[config.mk]
export PLATFORM = sky130hd
export DESIGN_NAME = bsc_temp
export DESIGN_NICKNAME = d
export VERILOG_FILES = /design/src/design/bsc_pkg.sv /design/src/design/bsc_udiv.sv /design/src/design/bsc_temp.sv
export SDC_FILE = /design/constraint.sdc
export NUM_CORES = 2
export LEC_CHECK = 0
export ABC_AREA = 1
export BUFFER_PORTS_ARGS = -buffer_cell sky130_fd_sc_hd__buf_2
export CAP_MARGIN = 30
export CORE_ASPECT_RATIO = 0.8
export CORE_MARGIN = 2
export CORE_UTILIZATION = 70
export CTS_BUF_LIST = sky130_fd_sc_hd__clkbuf_16
export DETAILED_ROUTE_END_ITERATION = 6
export MAX_ROUTING_LAYER = met4
export PLACE_DENSITY = 0.95
export SETUP_SLACK_MARGIN = 0.2
export SLEW_MARGIN = 20
export SYNTH_ARGS = -nofsm -noshare
export SYNTH_HDL_FRONTEND = slang
export SYNTH_SLANG_ARGS = --single-unit
[constraint.sdc]
create_clock -name clk -period 27.7 [get_ports clk]
set_clock_uncertainty 0.1 [all_clocks]
set_input_delay 8.31 -clock clk [delete_from_list [all_inputs] [get_ports clk]]
set_output_delay 8.31 -clock clk [all_outputs]
set_load 0.02 [all_outputs]
[src/design/bsc_pkg.sv]
// Package for the barometric sensor compensation block: register indexes,
// constants, stage structs and the shared sign-extension helper. No dependencies.
`default_nettype none
package bsc_pkg;

	localparam int DivW = 32;

	typedef enum logic [1:0] {
		REG_TEMP_COEFFS  = 2'd0,
		REG_PRESS_COEFFS = 2'd1,
		REG_PRESS_EXTRA  = 2'd2,
		REG_OVERSAMPLING = 2'd3
	} reg_idx_t;

	localparam logic [31:0] B6_OFFSET = 32'd4000;
	localparam logic [31:0] P_C1      = 32'd3038;
	localparam logic [31:0] P_C2      = 32'hFFFF_E343; // -7357
	localparam logic [31:0] P_C3      = 32'd3791;
	localparam logic [31:0] B4_BIAS   = 32'd32768;
	localparam logic [31:0] B7_SCALE  = 32'd50000;

	// one item travelling through a divider
	typedef struct packed {
		logic [31:0] rem;
		logic [31:0] quo;
		logic [31:0] dvs;
	} div_st_t;

	function automatic logic [31:0] sx16(input logic [15:0] v);
		sx16 = {{16{v[15]}}, v};
	endfunction

	function automatic logic [31:0] asr32(input logic [31:0] x, input logic [4:0] n);
		asr32 = 32'($signed(x) >>> n);
	endfunction

	// one restoring division step
	function automatic div_st_t div_step(input div_st_t s);
		logic [32:0] trial;
		div_st_t r;
		trial = {s.rem, s.quo[31]} - {1'b0, s.dvs};
		r.dvs = s.dvs;
		if (!trial[32]) begin
			r.rem = trial[31:0];
			r.quo = {s.quo[30:0], 1'b1};
		end else begin
			r.rem = {s.rem[30:0], s.quo[31]};
			r.quo = {s.quo[30:0], 1'b0};
		end
		div_step = r;
	endfunction

endpackage
`default_nettype wire

[src/design/bsc_udiv.sv]
// Pipelined 32-bit unsigned divider, four quotient bits per stage, eight stages.
// Carries a side payload alongside. Depends on bsc_pkg.
`default_nettype none
module bsc_udiv (
	input  wire logic                clk,
	input  wire logic                arst_n,
	input  wire logic                in_valid,
	input  wire logic [31:0]         dividend,
	input  wire logic [31:0]         divisor,
	input  wire logic [255:0]        side_in,
	output logic                     out_valid,
	output logic [31:0]              quotient,
	output logic [255:0]             side_out
);
	import bsc_pkg::*;

	localparam int Stages = 8;
	localparam int BitsPerStage = DivW / Stages;

	div_st_t      st_s   [Stages+1];
	logic [255:0] side_s [Stages+1];
	logic         vld_s  [Stages+1];

	assign st_s[0]   = '{rem: 32'd0, quo: dividend, dvs: divisor};
	assign side_s[0] = side_in;
	assign vld_s[0]  = in_valid;

	for (genvar g = 0; g < Stages; g++) begin : g_stage
		div_st_t nxt;
		always_comb begin
			nxt = st_s[g];
			for (int k = 0; k < BitsPerStage; k++) begin
				nxt = div_step(nxt);
			end
		end
		always_ff @(posedge clk or negedge arst_n) begin
			if (!arst_n) begin
				vld_s[g+1] <= 1'b0;
			end else begin
				vld_s[g+1] <= vld_s[g];
			end
		end
		always_ff @(posedge clk) begin
			st_s[g+1]   <= nxt;
			side_s[g+1] <= side_s[g];
		end
	end

	assign out_valid = vld_s[Stages];
	assign quotient  = st_s[Stages].quo;
	assign side_out  = side_s[Stages];

endmodule
`default_nettype wire

[src/design/bsc_temp.sv]
// Temperature front end: X1, mc<<11 / (X1+md) via the pipelined divider, B5, T.
// Depends on bsc_pkg and bsc_udiv.
`default_nettype none
module bsc_temp (
	input  wire logic        clk,
	input  wire logic        arst_n,
	input  wire logic        in_valid,
	input  wire logic [15:0] adc_temp,
	input  wire logic [18:0] adc_press,
	input  wire logic [63:0] temp_coeffs,
	output logic             out_valid,
	output logic [31:0]      b5,
	output logic [15:0]      temp,
	output logic [18:0]      up,
	output logic             err
);
	import bsc_pkg::*;

	logic        vld_s1;
	logic [31:0] x1_s1, md_s1, mc_s1;
	logic [18:0] up_s1;
	logic [31:0] den_s2, num_s2, x1_s2;
	logic [18:0] up_s2;
	logic        vld_s2;
	logic [31:0] mag_n, mag_d;
	logic [255:0] side_in, side_out;
	logic [31:0] q;
	logic        dv;
	logic [31:0] b5_c, t_sum, t_mag;

	always_ff @(posedge clk or negedge arst_n) begin
		if (!arst_n) begin
			vld_s1 <= 1'b0;
			vld_s2 <= 1'b0;
		end else begin
			vld_s1 <= in_valid;
			vld_s2 <= vld_s1;
		end
	end

	always_ff @(posedge clk) begin
		x1_s1 <= asr32(({16'd0, adc_temp} - {16'd0, temp_coeffs[31:16]})
			* {16'd0, temp_coeffs[15:0]}, 5'd15);
		md_s1 <= sx16(temp_coeffs[63:48]);
		mc_s1 <= sx16(temp_coeffs[47:32]) << 11;
		up_s1 <= adc_press;
		den_s2 <= x1_s1 + md_s1;
		num_s2 <= mc_s1;
		x1_s2  <= x1_s1;
		up_s2  <= up_s1;
	end

	assign mag_n = num_s2[31] ? 32'd0 - num_s2 : num_s2;
	assign mag_d = den_s2[31] ? 32'd0 - den_s2 : den_s2;
	assign side_in = {165'd0, up_s2, x1_s2, num_s2[31] ^ den_s2[31], den_s2 == 32'd0,
		6'd0, 32'd0};

	bsc_udiv u_div (
		.clk(clk), .arst_n(arst_n), .in_valid(vld_s2),
		.dividend(mag_n), .divisor(mag_d), .side_in(side_in),
		.out_valid(dv), .quotient(q), .side_out(side_out)
	);

	always_comb begin
		b5_c  = side_out[71:40] + (side_out[39] ? 32'd0 - q : q);
		t_sum = b5_c + 32'd8;
		t_mag = t_sum[31] ? 32'd0 - t_sum : t_sum;
		t_mag = t_mag >> 4;
	end

	always_ff @(posedge clk or negedge arst_n) begin
		if (!arst_n) begin
			out_valid <= 1'b0;
		end else begin
			out_valid <= dv;
		end
	end

	always_ff @(posedge clk) begin
		b5   <= b5_c;
		temp <= t_sum[31] ? 16'(32'd0 - t_mag) : t_mag[15:0];
		up   <= side_out[90:72];
		err  <= side_out[38];
	end

endmodule
`default_nettype wire

======== Yosys cells after proc, flatten, opt, wreduce, memory -nomap -nowiden ========
Cells that the tools add are included.
word-level totals
  flip-flop bits (word level) ............. 1,359
  bits in latches ......................... 0
  RAM bits ................................ 0
  memory bits (read-only) ................. 0
  bits of input ports ..................... 102
  output and inout port bits .............. 69
  logic and storage cells ................. 134
  memories ................................ 0
operators by class
  add/sub/neg operators ................... 41
  multiply operators ...................... 1
  divide/modulo/power cells ............... 0
  $lt $le $gt $ge ......................... 0
  equal/unequal tests ..................... 0
  shift operators ......................... 0
  muxes and demuxes ....................... 37
  bitwise gates (word level) .............. 1
  reductions and logical operators ........ 1
operators by type and width
  kind                   number
  $mux 64                31
  $sub 33x32->33         31
  $mux 32                3
  $sub 1x32->32 const A  3
  $sub 1x32->33          1
  $add 32x32->32         1
  $add 32x4->32 const B  1
  $logic_not 32->1       1
  $mul 17x17->32         1
  $mux 20                1
  $sub 1x20->20 const A  1
  $add 17x16->18         1
  $sub 16x16->17         1
  $mux 16                1
  $sub 1x16->16 const A  1
  $mux 1                 1
  $xor 1x1->1            1

======== Longest topological paths before layout ========
  word-level depth ........................ 10
  mapped depth ............................ 75

======== Modules after synthesis ========
Synthesis repeated with hierarchy kept, for this count alone.
second synthesis, totals
  cell total of the unflattened synthesis .. 17,835
  area total of the unflattened synthesis .. 145,286.8 µm²
by module, submodules not included
  module    instances  cells an instance  area an instance (µm²)  sequential area each (µm²)
  bsc_udiv  1          14,996             123,770.0               55,293.0
  bsc_temp  1          2,839              21,516.9                4,199.0

======== Least setup slack after synthesis ========
OpenSTA, ideal clock, no wires.
  path kind ............................... input to register
  from .................................... input adc_temp[0]
  to ...................................... register x1_s1[16] (netlist name)
  library setup time ...................... 72 ps
  data arrival time ....................... 15,564 ps
  slack ................................... 11,964 ps
  stages on the path ...................... 46
  path through ............................ inv_1 ha_1 inv_1 fa_1 nand2_1 nand2_1 o21ai_0 nor2_1 o21ai_0 nand2_1 a21oi_1 o21bai_1 nand2_1 o21ai_0 inv_1 o21ai_0 or2_2 nand2_1 [10 not listed] fa_1 inv_1 fa_1 ha_1 nand2_1 a21oi_1 a211oi_1 nand2_1 a31oi_1 o21bai_1 nand2_1 nand2_1 nand2_1 o211ai_1 a31oi_1 o21ai_0 a21oi_1 xnor2_1
between the ends
  cells in the longest elaborated chain, start to end .. 2
ends and longest elaborated chain
  what            line            text
  from (decl)     bsc_temp.sv:8   input wire logic [15:0] adc_temp,
  $sub 16x16->17  bsc_temp.sv:42  x1_s1 <= asr32(({16'd0, adc_temp} - {16'd0, temp_coeffs[31:16]})
  $mul 17x17->32  bsc_temp.sv:43  * {16'd0, temp_coeffs[15:0]}, 5'd15);
No other way between the ends.

======== Worst setup path after layout ========
  from .................................... input adc_temp[0]
  to ...................................... register x1_s1[16] (netlist name)
between the ends
  cells in the longest elaborated chain, start to end .. 2
ends and longest elaborated chain
  what            line
  $sub 16x16->17  bsc_temp.sv:42
  $mul 17x17->32  bsc_temp.sv:43
No other way between the ends.

==> impl_metrics.yaml <==
detailed_routing:
  via_per_inst: 6.08
  drt-total-wl_um: 310000
  antenna_violating_nets_post_route: 0
  initialDrtViolationCount: 12889
  drc: 7
  drt-wirelength-per-cell_um: 19.0
  firstDrtPassIters: 7
  vias: 99063
floorplan:
  die_width_um: 428
  die_area_um2: 147000
  floorplan.core_area_um2: 143000
  number_of_top_level_pins: 171
  floorplan.die.height_um: 343
  row_count: 124
  initial_standard_cell_utilization_of_the_core: 0.705
cells_and_area:
  final_core_util: 0.747
  layout-area-overhead-vs-synth_pct: 5.88
  layout-drive-gt1-share: 0.0514
  fin_nets: 15823
sta:
  min_period_ns: 16.99
  measured_slew_at_the_worst_slew_check_pin_ns: 1.07
  grt_setup_unrepaired: "false"
  drv_slew: 0
  finalCritPeriodShare: 0.613
  setup_total_negative_slack_ns: 0
  setup_viol_count_final: 0
  fmax_mhz: 58.9
  worst_slew_margin_rel: 0.279
  hold_viol: 0
clock_network:
  worst_case_clock_buffer_depth: 3
  cts.clk_slew.worst_paths_ns: 0.08
  clkLatencyLatePin_ns: 0.80
  postCtsHoldBufs: 0
  numCtsBuffers: 108
  tritoncts: "done"
  cts_resized: 0
  cts_setup_buffers: 0
  level_count_of_the_clock_h_tree: 3
  cell_at_the_root_of_the_clock_tree: "clkbuf_16"
  tritoncts_num_sinks: 1158
yosys:
  synth-async-reset-ratio: 0.00950
  ys_seq_area_frac: 0.231
  most_numerous_cell_types_in_the_synthesized_netlist: "3236 x nand2_1, 1781 x inv_1, 1173 x a21oi_1"
  synth.distinct_cells: 77
  yosys.area_share.xor_xnor: 0.0868
  syn-mean-instance-area_um2: 7.10
  synth_edf_count: 0
  synth_top_cell_by_area: "dfxtp_1"
  postSynthCellCount: 14173
  synth_top_family_by_area: "simple AND/OR/NAND/NOR gates"
  synth_simple_gate_area_frac: 0.234
  synth_compound_area_frac: 0.167
  cell_types_with_the_largest_area_share_after_synthesis: "dfxtp_1 23%, ha_1 14%, nand2_1 12%"
  synth_largest_type_area_fraction: 0.228
  yosysWarnings: 0
  netlist_area_um2: 101000
  synth-adder-area-share: 0.199
  synthMuxAreaShare: 0
  dominant_synthesized_flop_cell: "dfxtp_1"
  ys_ff_latch: 1158
  count_leader_synth: "nand2_1"
worst_hold_path:
  hp-class: "reg -> reg"
grt:
  antenna_found_initial: 14
  grt_remaining_overflow: 0
  grt.total_usage: 0.418
  grt_first_pass_wirelength_um: 485000
  grt_start_max_net_pins: 65
  vias_in_the_first_global_route: 90292
status:
  failed_checks: "DRC"
  result_of_the_run: "finished with violations"
placement:
  place.gp.congestion: 1.06
  numPortBuffers: 170
  place.detailed.hpwl_um: 245000
worst_setup_path:
  critPathSlowestCell: "fa_1"
  worst_path_largest_cell_delay_ns: 0.55
  criticalPathCategory: "in -> reg"
  timing.critical_path.to_type: "flop"
  worst_ep_required_time_ns: 28.29
  timing.critical_path.arrival_ns: 17.58
  worstPathMaxFanout: 10
  critical_path.most_common_cell: "nand2_1"
  crit_path_start_kind: "input pin"
flow_run:
  max-cap-violations: 0
## sequential cells by signal (all words and copies together) (netlist names), 7 cells and up
register	cells
u_div.st_s	381
mc_s1	16
den_s2	18
md_s1	16
x1_s2	17
u_div.g_stage.nxt	224
u_div.side_out	38
up_s2	19
u_div.side_s	266
x1_s1	17
up_s1	19
u_div.quotient	32
up	19
b5	32
temp	16
u_div.vld_s	7
num_s2	16
## worst max-delay path, delay by kind of cell
| kind | cells | cell delay (ns) |
|---|---|---|
| AO/OA/AOI/OAI | 14 | 2.89 |
| XOR/XNOR | 1 | 0.15 |
| adder cells (fa/ha/maj) | 9 | 3.83 |
| buffers and inverters | 10 | 0.94 |
| AND/OR/NAND/NOR | 13 | 1.44 |
## final timing paths
path | from | end | slack (ns) | cells after the start
worst max-delay path | adc_temp[0] | x1_s1[16] | 10.71 | 47
worst min-delay path | u_div.st_s[431] | u_div.st_s[339] | 0.19 | 0
worst max register to register | u_div.g_stage[3].nxt[1] | u_div.st_s[463] | 12.56 | 67
worst min register to register | u_div.st_s[431] | u_div.st_s[339] | 0.19 | 0
max in group asynchronous | arst_n | out_valid | 19.97 | 1
min in group asynchronous | arst_n | vld_s2 | 7.29 | 1
## cells in the final DEF, fill, tap and decap left out, types with 23 or more instances in the layout
master        n
o211ai_1     35
nand2_2     100
nand4_1     127
o21bai_1     93
nand3_2      37
ha_1       1132
o21ai_1     196
nand3_1     763
o21ai_0     901
conb_1       76
a21o_1       68
fa_1        291
a221oi_1     32
a21boi_0     48
nor2_1      918
inv_1      1794
and3_1       25
xnor2_1     439
a31oi_1     143
nor3_1      124
dfxtp_1    1147
clkbuf_16   108
nand2_1    3236
xor2_1      558
o21ai_2      88
nand3b_1     29
o31ai_1      23
nor4_1       60
buf_2       170
buf_4        27
clkinv_1     25
or2_2        35
o21a_1       55
a21oi_1    1173
## final cells by class
class                      count  area, um^2
tap                         1890        2360
fill                       10967       36200
inverter                    1816        6830
sequential                  1158       23200
multi-input combinational  11014       69400
antenna                       12        30.0
timing repair buffer         200        1090
clock buffer                 108        2700
clock inverter                93         926
## through the flow
stage / instance area, um^2 / hold WS, ns / instances / setup WS (ns)
floorplan: 101000 / 0.210 / 14247 / 11.96
global placement: 103000 / 0.209 / 16075 / 10.78
detailed placement: 103000 / 0.212 / 16077 / 10.40
CTS: 107000 / 0.198 / 16278 / 10.94
global route: 107000 / 0.208 / 16289 / 10.14
finish: 107000 / 0.185 / 16291 / 10.71
## cell families after synthesis
logic type      count (synthesis)
xor+xnor                      997
compound gates               2976
flops                        1158
other cells                     2
fa+ha+maj                    1423
buf+inv                      2075
simple gates                 5542
## metal layers
layer	track usage	vias up	routed length, um
li1	-	47197	-
met2	0.584	5890	124000
met1	0.574	44951	132000
met3	0.111	1025	39900
met4	0.160	0	14100
met5	-	-	0
Power is not shown: default switching activity piles up to over one toggle a cycle in this logic, so the estimate is an artifact.
